[src/design/olist_pkg.sv]
// ----------------------------------------------------------------------------
// olist_pkg: shared types and codes of the ordered list engine
// Operation and status codes, fixed field widths and the command word that
// the sequencer hands to every cell of the list.
// ----------------------------------------------------------------------------
package olist_pkg;

  localparam int OP_W     = 2;
  localparam int POS_W    = 5;
  localparam int STATUS_W = 2;
  localparam int WHERE_W  = 4;
  localparam int LENGTH_W = 5;

  localparam logic [OP_W-1:0] OP_INSERT = 2'd0;
  localparam logic [OP_W-1:0] OP_DELETE = 2'd1;
  localparam logic [OP_W-1:0] OP_SEARCH = 2'd2;

  localparam logic [STATUS_W-1:0] ST_DONE     = 2'd0;
  localparam logic [STATUS_W-1:0] ST_FULL     = 2'd1;
  localparam logic [STATUS_W-1:0] ST_NOTFOUND = 2'd2;

  // Per-cell command from the sequencer.
  typedef struct packed {
    logic live;       // cell holds a valid entry
    logic take_prev;  // load the entry of the cell toward the head
    logic take_word;  // load the request word
    logic take_next;  // load the entry of the cell toward the tail
  } cell_cmd_t;

endpackage

[src/design/olist_req_if.sv]
// ----------------------------------------------------------------------------
// olist_req_if: request channel of the ordered list engine
// Carries one request word: operation, value and insert position.
// ----------------------------------------------------------------------------
interface olist_req_if #(
  parameter int DATA_WIDTH = 32
);
  logic                               valid;
  logic                               ready;
  logic [olist_pkg::OP_W-1:0]         op;
  logic signed [DATA_WIDTH-1:0]       value;
  logic [olist_pkg::POS_W-1:0]        position;

  modport source (output valid, output op, output value, output position, input ready);
  modport sink   (input valid, input op, input value, input position, output ready);
endinterface

[src/design/olist_rsp_if.sv]
// ----------------------------------------------------------------------------
// olist_rsp_if: response channel of the ordered list engine
// Carries one response word: status, found flag, position and new length.
// ----------------------------------------------------------------------------
interface olist_rsp_if;
  logic                               valid;
  logic                               ready;
  logic [olist_pkg::STATUS_W-1:0]     status;
  logic                               found;
  logic [olist_pkg::WHERE_W-1:0]      where;
  logic [olist_pkg::LENGTH_W-1:0]     length;

  modport source (output valid, output status, output found, output where, output length,
                  input ready);
  modport sink   (input valid, input status, input found, input where, input length,
                  output ready);
endinterface

[src/design/olist_cell.sv]
// ----------------------------------------------------------------------------
// olist_cell: one entry of the list
// Holds a word, compares it with the key and passes the first-match prefix
// and its word on to its neighbors.
// ----------------------------------------------------------------------------
module olist_cell #(
  parameter int DATA_WIDTH = 32
) (
  input  logic                    clk,
  input  olist_pkg::cell_cmd_t    cmd,
  input  logic [DATA_WIDTH-1:0]   key,
  input  logic [DATA_WIDTH-1:0]   prev_data,
  input  logic [DATA_WIDTH-1:0]   next_data,
  input  logic                    seen_in,
  output logic                    seen_out,
  output logic [DATA_WIDTH-1:0]   data
);

  // Once any cell toward the head has matched, every later cell is marked.
  assign seen_out = seen_in | (cmd.live & (data == key));

  always_ff @(posedge clk) begin
    if (cmd.take_word) begin
      data <= key;
    end else if (cmd.take_prev) begin
      data <= prev_data;
    end else if (cmd.take_next) begin
      data <= next_data;
    end
  end

endmodule

[src/design/olist_ctrl.sv]
// ----------------------------------------------------------------------------
// olist_ctrl: request sequencer of the ordered list engine
// Latches a request, reads the match marks of the cells, drives the shift
// commands and loads the response register.
// ----------------------------------------------------------------------------
module olist_ctrl #(
  parameter int DEPTH      = 16,
  parameter int DATA_WIDTH = 32
) (
  input  logic                    clk,
  input  logic                    rst,
  olist_req_if.sink               req,
  olist_rsp_if.source             rsp,
  input  logic [DEPTH-1:0]        seen,
  output logic [DATA_WIDTH-1:0]   key,
  output olist_pkg::cell_cmd_t    cmd [DEPTH]
);

  localparam int FW = $clog2(DEPTH + 1);
  localparam int IW = (DEPTH > 1) ? $clog2(DEPTH) : 1;
  localparam int CW = (FW > olist_pkg::POS_W) ? FW : olist_pkg::POS_W;

  localparam logic [1:0] S_IDLE  = 2'd0;
  localparam logic [1:0] S_MATCH = 2'd1;
  localparam logic [1:0] S_APPLY = 2'd2;

  logic [1:0]                 state;
  logic [1:0]                 state_next;
  logic [olist_pkg::OP_W-1:0] op;
  logic [olist_pkg::POS_W-1:0] pos;
  logic [FW-1:0]              fill;
  logic [FW-1:0]              fill_next;
  logic [DEPTH-1:0]           mark;
  logic [CW-1:0]              hit_pos;
  logic                       found;
  logic                       full;

  logic                       accept;
  logic                       commit;
  logic                       is_ins;
  logic                       is_find;
  logic [FW-1:0]              pivot;
  logic [DEPTH-1:0]           mark_c;
  logic [DEPTH-1:0]           first;
  logic [DEPTH-1:0]           first_c;
  logic [IW-1:0]              enc;
  logic                       ins_ok;
  logic                       del_ok;
  logic [olist_pkg::STATUS_W-1:0] status_c;

  assign is_ins  = (op == olist_pkg::OP_INSERT);
  assign is_find = (op == olist_pkg::OP_DELETE) || (op == olist_pkg::OP_SEARCH);

  assign commit = (state == S_APPLY) && (!rsp.valid || rsp.ready);
  assign req.ready = (state == S_IDLE) || commit;
  assign accept = req.valid && req.ready;

  // Insert point: the requested position, or the tail when it lies beyond.
  assign pivot = (CW'(pos) >= CW'(fill)) ? fill : FW'(pos);

  for (genvar i = 0; i < DEPTH; i++) begin : g_mark
    assign mark_c[i] = is_ins ? (FW'(i) >= pivot) : seen[i];
    if (i == 0) begin : g_head
      assign first_c[i] = mark_c[i];
      assign first[i]   = mark[i];
    end else begin : g_body
      assign first_c[i] = mark_c[i] & ~mark_c[i-1];
      assign first[i]   = mark[i] & ~mark[i-1];
    end
  end

  always_comb begin
    enc = '0;
    for (int i = 0; i < DEPTH; i++) begin
      if (first_c[i]) begin
        enc = enc | IW'(i);
      end
    end
  end

  assign ins_ok = is_ins && !full;
  assign del_ok = (op == olist_pkg::OP_DELETE) && found;

  for (genvar i = 0; i < DEPTH; i++) begin : g_cmd
    assign cmd[i].live      = (FW'(i) < fill);
    assign cmd[i].take_word = commit && ins_ok && first[i];
    assign cmd[i].take_prev = commit && ins_ok && mark[i] && !first[i];
    assign cmd[i].take_next = commit && del_ok && mark[i];
  end

  always_comb begin
    fill_next = fill;
    if (ins_ok) begin
      fill_next = fill + FW'(1);
    end else if (del_ok) begin
      fill_next = fill - FW'(1);
    end
  end

  always_comb begin
    status_c = olist_pkg::ST_DONE;
    if (is_ins && full) begin
      status_c = olist_pkg::ST_FULL;
    end else if (is_find && !found) begin
      status_c = olist_pkg::ST_NOTFOUND;
    end
  end

  always_comb begin
    state_next = state;
    case (state)
      S_IDLE: begin
        if (accept) state_next = S_MATCH;
      end
      S_MATCH: begin
        state_next = S_APPLY;
      end
      S_APPLY: begin
        if (commit) state_next = accept ? S_MATCH : S_IDLE;
      end
      default: begin
        state_next = S_IDLE;
      end
    endcase
  end

  always_ff @(posedge clk) begin
    if (rst) begin
      state     <= S_IDLE;
      fill      <= '0;
      rsp.valid <= 1'b0;
    end else begin
      state <= state_next;
      if (commit) begin
        fill      <= fill_next;
        rsp.valid <= 1'b1;
      end else if (rsp.ready) begin
        rsp.valid <= 1'b0;
      end
    end
  end

  always_ff @(posedge clk) begin
    if (accept) begin
      op  <= req.op;
      key <= req.value;
      pos <= req.position;
    end
    if (state == S_MATCH) begin
      mark    <= mark_c;
      hit_pos <= is_ins ? CW'(pivot) : CW'(enc);
      found   <= is_find && seen[DEPTH-1];
      full    <= (fill == FW'(DEPTH));
    end
    if (commit) begin
      rsp.status <= status_c;
      rsp.found  <= found;
      rsp.where  <= (ins_ok || (is_find && found)) ?
                    olist_pkg::WHERE_W'(hit_pos) : '0;
      rsp.length <= olist_pkg::LENGTH_W'(CW'(fill_next));
    end
  end

endmodule

[src/design/ordered_list_engine.sv]
// ----------------------------------------------------------------------------
// ordered_list_engine: ordered list of signed words kept in a row of cells
// Insert at a position, delete the first match, or search for a word.
// ----------------------------------------------------------------------------
// The block takes one request word on the req channel (op, value, position)
// and returns one response word on the rsp channel (status, found, where,
// length) for every request. Both channels use a valid/ready handshake.
//
// A word accepted at a clock edge goes through the match state and then the
// apply state. In the match state every cell compares its entry with the
// key and a first-match prefix ripples down the row of cells; the marks are
// registered. In the apply state the cells load their neighbor's entry (or
// the key) to open or close a gap, and the response register is loaded. A
// new request is taken at that same edge, so the block overlaps the next
// request word with the response of the last one.
//
// The response sits in an output register. If the receiver stalls, the
// block still accepts one more request and works it through the match
// cycle, then holds it until the response register is free.
//
// Reset clears the length to zero and drops any pending response; the
// entries themselves are not cleared, since only cells below the length
// are ever compared or reported.
// ----------------------------------------------------------------------------
module ordered_list_engine #(
  parameter int DEPTH      = 16,
  parameter int DATA_WIDTH = 32
) (
  input  logic        clk,
  input  logic        rst,
  olist_req_if.sink   req,
  olist_rsp_if.source rsp
);

  logic [DATA_WIDTH-1:0]  key;
  logic [DEPTH-1:0]       seen;
  olist_pkg::cell_cmd_t   cmd [DEPTH];
  logic [DATA_WIDTH-1:0]  data [DEPTH];

  olist_ctrl #(
    .DEPTH      (DEPTH),
    .DATA_WIDTH (DATA_WIDTH)
  ) u_ctrl (
    .clk  (clk),
    .rst  (rst),
    .req  (req),
    .rsp  (rsp),
    .seen (seen),
    .key  (key),
    .cmd  (cmd)
  );

  // Cell 0 is the head. Each cell sees its neighbors' entries; the head has
  // no predecessor and the tail cell never shifts in from beyond the end,
  // so those ends are tied to the key and to the cell's own entry.
  for (genvar i = 0; i < DEPTH; i++) begin : g_cell
    logic [DATA_WIDTH-1:0] prev_data;
    logic [DATA_WIDTH-1:0] next_data;
    logic                  seen_in;

    if (i == 0) begin : g_head
      assign prev_data = key;
      assign seen_in   = 1'b0;
    end else begin : g_body
      assign prev_data = data[i-1];
      assign seen_in   = seen[i-1];
    end

    if (i == DEPTH - 1) begin : g_tail
      assign next_data = data[i];
    end else begin : g_inner
      assign next_data = data[i+1];
    end

    olist_cell #(
      .DATA_WIDTH (DATA_WIDTH)
    ) u_cell (
      .clk       (clk),
      .cmd       (cmd[i]),
      .key       (key),
      .prev_data (prev_data),
      .next_data (next_data),
      .seen_in   (seen_in),
      .seen_out  (seen[i]),
      .data      (data[i])
    );
  end

endmodule

[src/flat_wrapper.sv]
// flat-port wrapper written by rule: the top's interface ports become plain ports
module ordered_list_engine_flat 
#(
  parameter int DEPTH      = 16,
  parameter int DATA_WIDTH = 32
)
  (clk, rst, req_valid, req_op, req_value, req_position, req_ready, rsp_valid, rsp_status, rsp_found, rsp_where, rsp_length, rsp_ready);
  olist_req_if #(.DATA_WIDTH(DATA_WIDTH)) req_i ();
  olist_rsp_if rsp_i ();
  input  logic clk;
  input  logic rst;
  input wire logic [$bits(req_i.valid)-1:0] req_valid;
  input wire logic [$bits(req_i.op)-1:0] req_op;
  input wire logic [$bits(req_i.value)-1:0] req_value;
  input wire logic [$bits(req_i.position)-1:0] req_position;
  output wire logic [$bits(req_i.ready)-1:0] req_ready;
  output wire logic [$bits(rsp_i.valid)-1:0] rsp_valid;
  output wire logic [$bits(rsp_i.status)-1:0] rsp_status;
  output wire logic [$bits(rsp_i.found)-1:0] rsp_found;
  output wire logic [$bits(rsp_i.where)-1:0] rsp_where;
  output wire logic [$bits(rsp_i.length)-1:0] rsp_length;
  input wire logic [$bits(rsp_i.ready)-1:0] rsp_ready;
  assign req_i.valid = req_valid;
  assign req_i.op = req_op;
  assign req_i.value = req_value;
  assign req_i.position = req_position;
  assign req_ready = req_i.ready;
  assign rsp_valid = rsp_i.valid;
  assign rsp_status = rsp_i.status;
  assign rsp_found = rsp_i.found;
  assign rsp_where = rsp_i.where;
  assign rsp_length = rsp_i.length;
  assign rsp_i.ready = rsp_ready;
  ordered_list_engine #(.DEPTH(DEPTH), .DATA_WIDTH(DATA_WIDTH)) u_core (.clk(clk), .rst(rst), .req(req_i), .rsp(rsp_i));
endmodule
[config.mk]
export PLATFORM = sky130hd
export DESIGN_NAME = ordered_list_engine_flat
export DESIGN_NICKNAME = d
export VERILOG_FILES = /design/src/design/olist_pkg.sv /design/src/design/olist_req_if.sv /design/src/design/olist_rsp_if.sv /design/src/design/olist_cell.sv /design/src/design/olist_ctrl.sv /design/src/design/ordered_list_engine.sv /design/src/flat_wrapper.sv
export SDC_FILE = /design/constraint.sdc
export NUM_CORES = 2
export LEC_CHECK = 0
export ABC_AREA = 1
export BUFFER_PORTS_ARGS = -buffer_cell sky130_fd_sc_hd__buf_2
export CAP_MARGIN = 40
export CORE_ASPECT_RATIO = 1.1
export CORE_MARGIN = 2
export CORE_UTILIZATION = 50
export DETAILED_ROUTE_END_ITERATION = 10
export PLACE_DENSITY = 0.76
export SYNTH_ARGS = -nofsm -noshare
export SYNTH_HDL_FRONTEND = slang
export SYNTH_SLANG_ARGS = --single-unit
[constraint.sdc]
create_clock -name clk -period 7.06 [get_ports clk]
set_clock_uncertainty 0.1 [all_clocks]
set_input_delay 0.706 -clock clk [delete_from_list [all_inputs] [get_ports clk]]
set_output_delay 0.706 -clock clk [all_outputs]
set_load 0.02 [all_outputs]
==> results.yml <==
final_layout:
  drive_gt1_share_pct: 8.53
  multi_input_area_mm2: 0.0166
  stdcell_area_mm2: 0.0413
  layout.area.seq_mm2: 0.0177
  layout.cells.non_filler: 5535
  area_growth_pct: 10.2
  final_nets: 4570
  fillers: 6924
synthesis:
  synth_fp_nets: 4596
  muxShareOfSynthArea_pct: 0
  avgSynthCellArea_um2: 8.26
  syn-instance-count: 4542
  synth_ff_type: "edfxtp_1"
  synth_top_family_by_area: "simple AND/OR/NAND/NOR gates"
  synthesis.area_mm2: 0.0375
  synth-compound-area-share_pct: 16.9
  ys_warn_count: 0
  ys_async_sr_fraction_pct: 0
  synth-adder-area-share_pct: 0.367
  synth-seq-cells: 593
  seq_area_frac_synth_pct: 47.3
  synth.distinct_cells: 59
  synth_xor_area_share_pct: 6.21
  synth_edf_count: 585
  synth-simple-area-share_pct: 20.5
clocking:
  cts_sinks: 593
  cts-htree-levels: 3
  ctsResizeCount: 0
  cts_buffer_depth: 3
  cts_buffers: 70
  cts_tree: "built"
  cts_setup_buffers: 0
  hold_buffers: 0
  cts.clk_slew.worst_paths_ps: 60
  cts_root_buffer: "clkbuf_16"
  clock_latency_ps: 640
route:
  first_pass_iters: 7
  routed_wirelength_um: 189000
  via_per_inst: 6.94
  vias: 38400
  detail-route-antenna-nets: 0
  wl_per_cell_um: 34.2
  drc: 0
  drtIter0Drc: 7844
global_routing:
  globalRouteOverflowTotal: 0
  antenna_found_initial: 9
  grt.total_usage_pct: 47.8
  grt_pass1_wl_um: 261000
  grt_max_degree: 58
  grt_pass1_vias: 35300
sta:
  timing.final.crit_share_pct: 75.7
  clock.fmax_mhz: 187
  setup_tns_ps: 0
  worst-slew-pin-transition_ps: 1020
  slew_viol_final: 0
  finalHoldViolCount: 0
  finalSetupViolations: 0
  rsz0062_at_grt: "false"
  setup_ws_ps: 1720
  max_slew_margin_pct: 31.0
  min_period_ps: 5340
worst_hold_path:
  hp-class: "in2reg"
  whs_path_depth: 1
  min_to: "u_core.u_ctrl.key[9]"
  hold_start: "req_value[9]"
die:
  num_rows: 105
  coreArea_mm2: 0.0745
  pin_count: 57
  start_util_pct: 50.4
  dieArea_mm2: 0.0772
  die_w_um: 265
  die_y_um: 291
setup_path:
  worstPathRequired_ps: 7320
  crit_arrival_ps: 5600
  worstSetupPathType: "reg2reg"
  cp-end-kind: "flip-flop"
  cp-start-kind: "flip-flop"
  r2r-start: "u_core.u_ctrl.op[0]"
  r2r_slack_ps: 1720
  crit_path_max_fanout: 31
  reg2regPathDepth: 15
  worstReg2RegEnd: "u_core.g_cell[11].u_cell.data[21]"
placement:
  dp.cells: 5407
  place_ws_ps: 2050
  port_buffers: 56
  gp_congestion: 1.11
  placed_cell_area_mm2: 0.0391
  place_hpwl_um: 138000
job:
  maxCapViolations: 0
pwr:
  power.density_mw_per_mm2: 208
  ir_drop_uv: 195
  p_leak_nw: 15.9
run_status:
  outcome: "finished, final reports clean"
## routing by layer
| layer | up-vias | share of wire [%] | GRT usage, % |
|---|---|---|---|
| li1 | 15700 | - | - |
| met1 | 17900 | 33 | 60.5 |
| met2 | 3876 | 39 | 65.5 |
| met3 | 911 | 18 | 18.4 |
| met4 | 12 | 9.6 | 36.7 |
| met5 | - | 0.055 | 0 |
## worst max-delay path by stage
| stage | from | to | slack (ps) | cells after the start |
|---|---|---|---|---|
| 3_5_place_dp | u_core.u_ctrl.op[0] | u_core.g_cell[11].u_cell.data[19] | 2050 | 15 |
| 3_3_place_gp | u_core.u_ctrl.op[0] | u_core.g_cell[9].u_cell.data[27] | 1690 | 14 |
| 4_1_cts | u_core.u_ctrl.op[0] | u_core.g_cell[11].u_cell.data[28] | 2030 | 15 |
| 6_report | u_core.u_ctrl.op[0] | u_core.g_cell[11].u_cell.data[21] | 1720 | 15 |
| 2_1_floorplan | rsp_ready | u_core.g_cell[15].u_cell.data[12] | 3000 | 11 |
| 5_1_grt | u_core.u_ctrl.op[0] | u_core.g_cell[11].u_cell.data[21] | 1640 | 15 |
## cell usage after synthesis, drive strengths merged (6+ instances only)
| library cell | number | area (um^2) |
|---|---|---|
| and3 | 10 | 62.6 |
| o2111ai | 6 | 52.6 |
| nor4b | 6 | 52.6 |
| xnor2 | 170 | 1490 |
| clkbuf | 185 | 696 |
| buf | 107 | 681 |
| nand4 | 99 | 619 |
| nor3 | 48 | 245 |
| nor2 | 533 | 2080 |
| nand2 | 882 | 3320 |
| inv | 508 | 1910 |
| ha | 11 | 138 |
| nand3b | 15 | 113 |
| o221ai | 128 | 1120 |
| nand3 | 121 | 611 |
| o22ai | 238 | 1500 |
| o211ai | 32 | 240 |
| or2 | 8 | 50.1 |
| nor3b | 8 | 60.1 |
| edfxtp | 585 | 17600 |
| o21ai | 503 | 2540 |
| dfxtp | 8 | 160 |
| a22oi | 16 | 120 |
| and2 | 11 | 68.8 |
| xor2 | 95 | 840 |
| nor4 | 53 | 332 |
| a21oi | 123 | 616 |
## worst max-delay path, stage by stage (launching register included)
cell      delay (ps)
edfxtp_1         390
inv_1             70
ha_1             580
inv_2            370
nor2_2           290
inv_2            120
nor2_1           140
inv_2             90
buf_12           170
nor2_4           510
clkinv_1         550
nor2_2           590
inv_1            440
buf_4            370
o21ai_0          160
o22ai_1          110
## flip-flops by register name (all words and copies together), names as in the netlist
name / flops
u_core.u_ctrl.state: 2
u_core.u_ctrl.fill: 5
u_core.u_ctrl.key: 32
u_core.u_ctrl.rsp.found: 1
u_core.u_ctrl.op: 2
u_core.u_ctrl.rsp.where: 4
u_core.g_cell.u_cell.data: 512
u_core.u_ctrl.found: 1
u_core.u_ctrl.hit_pos: 4
u_core.u_ctrl.full: 1
u_core.u_ctrl.rsp.valid: 1
u_core.u_ctrl.pos: 5
u_core.u_ctrl.rsp.status: 2
u_core.u_ctrl.rsp.length: 5
u_core.u_ctrl.mark: 16
## cells in the final DEF (no fill, tap or decap), types with 118 or more instances in the layout
cell type / Yosys / final
a21oi_1: 123 / 123
buf_4: 34 / 118
edfxtp_1: 585 / 585
inv_1: 482 / 481
nand2_1: 879 / 879
nand3_1: 120 / 120
nor2_1: 513 / 491
o21ai_0: 484 / 484
o221ai_1: 128 / 128
o22ai_1: 237 / 237
xnor2_1: 170 / 170
## area by class of cell
class,instances,area share [%]
antenna,2,0.0121
tap,963,2.92
clock buffer,92,4.69
clock inverter,34,0.808
multi-input combinational,3144,40.1
sequential,593,42.9
inverter,513,4.66
timing repair buffer,194,3.95
## power by group
part           switching, mW  internal (mW)
clock                   1.61           2.16
combinational          0.689          0.212
sequential            0.0617           3.87
total                   2.37           6.24
## cell families after synthesis
group	after synthesis
compound gates	1065
simple gates	1803
xor+xnor	265
buf+inv	805
flops	593
fa+ha+maj	11
## stage by stage
stage	power (mW)	hold slack, ps	utilization, %
finish	8.61	148	55.5
global route	8.70	148	55.5
CTS	8.50	132	55.5
detailed placement	4.83	411	52.4
global placement	4.83	400	51.8
floorplan	4.45	366	-
Power figures use the tool's default switching activity.
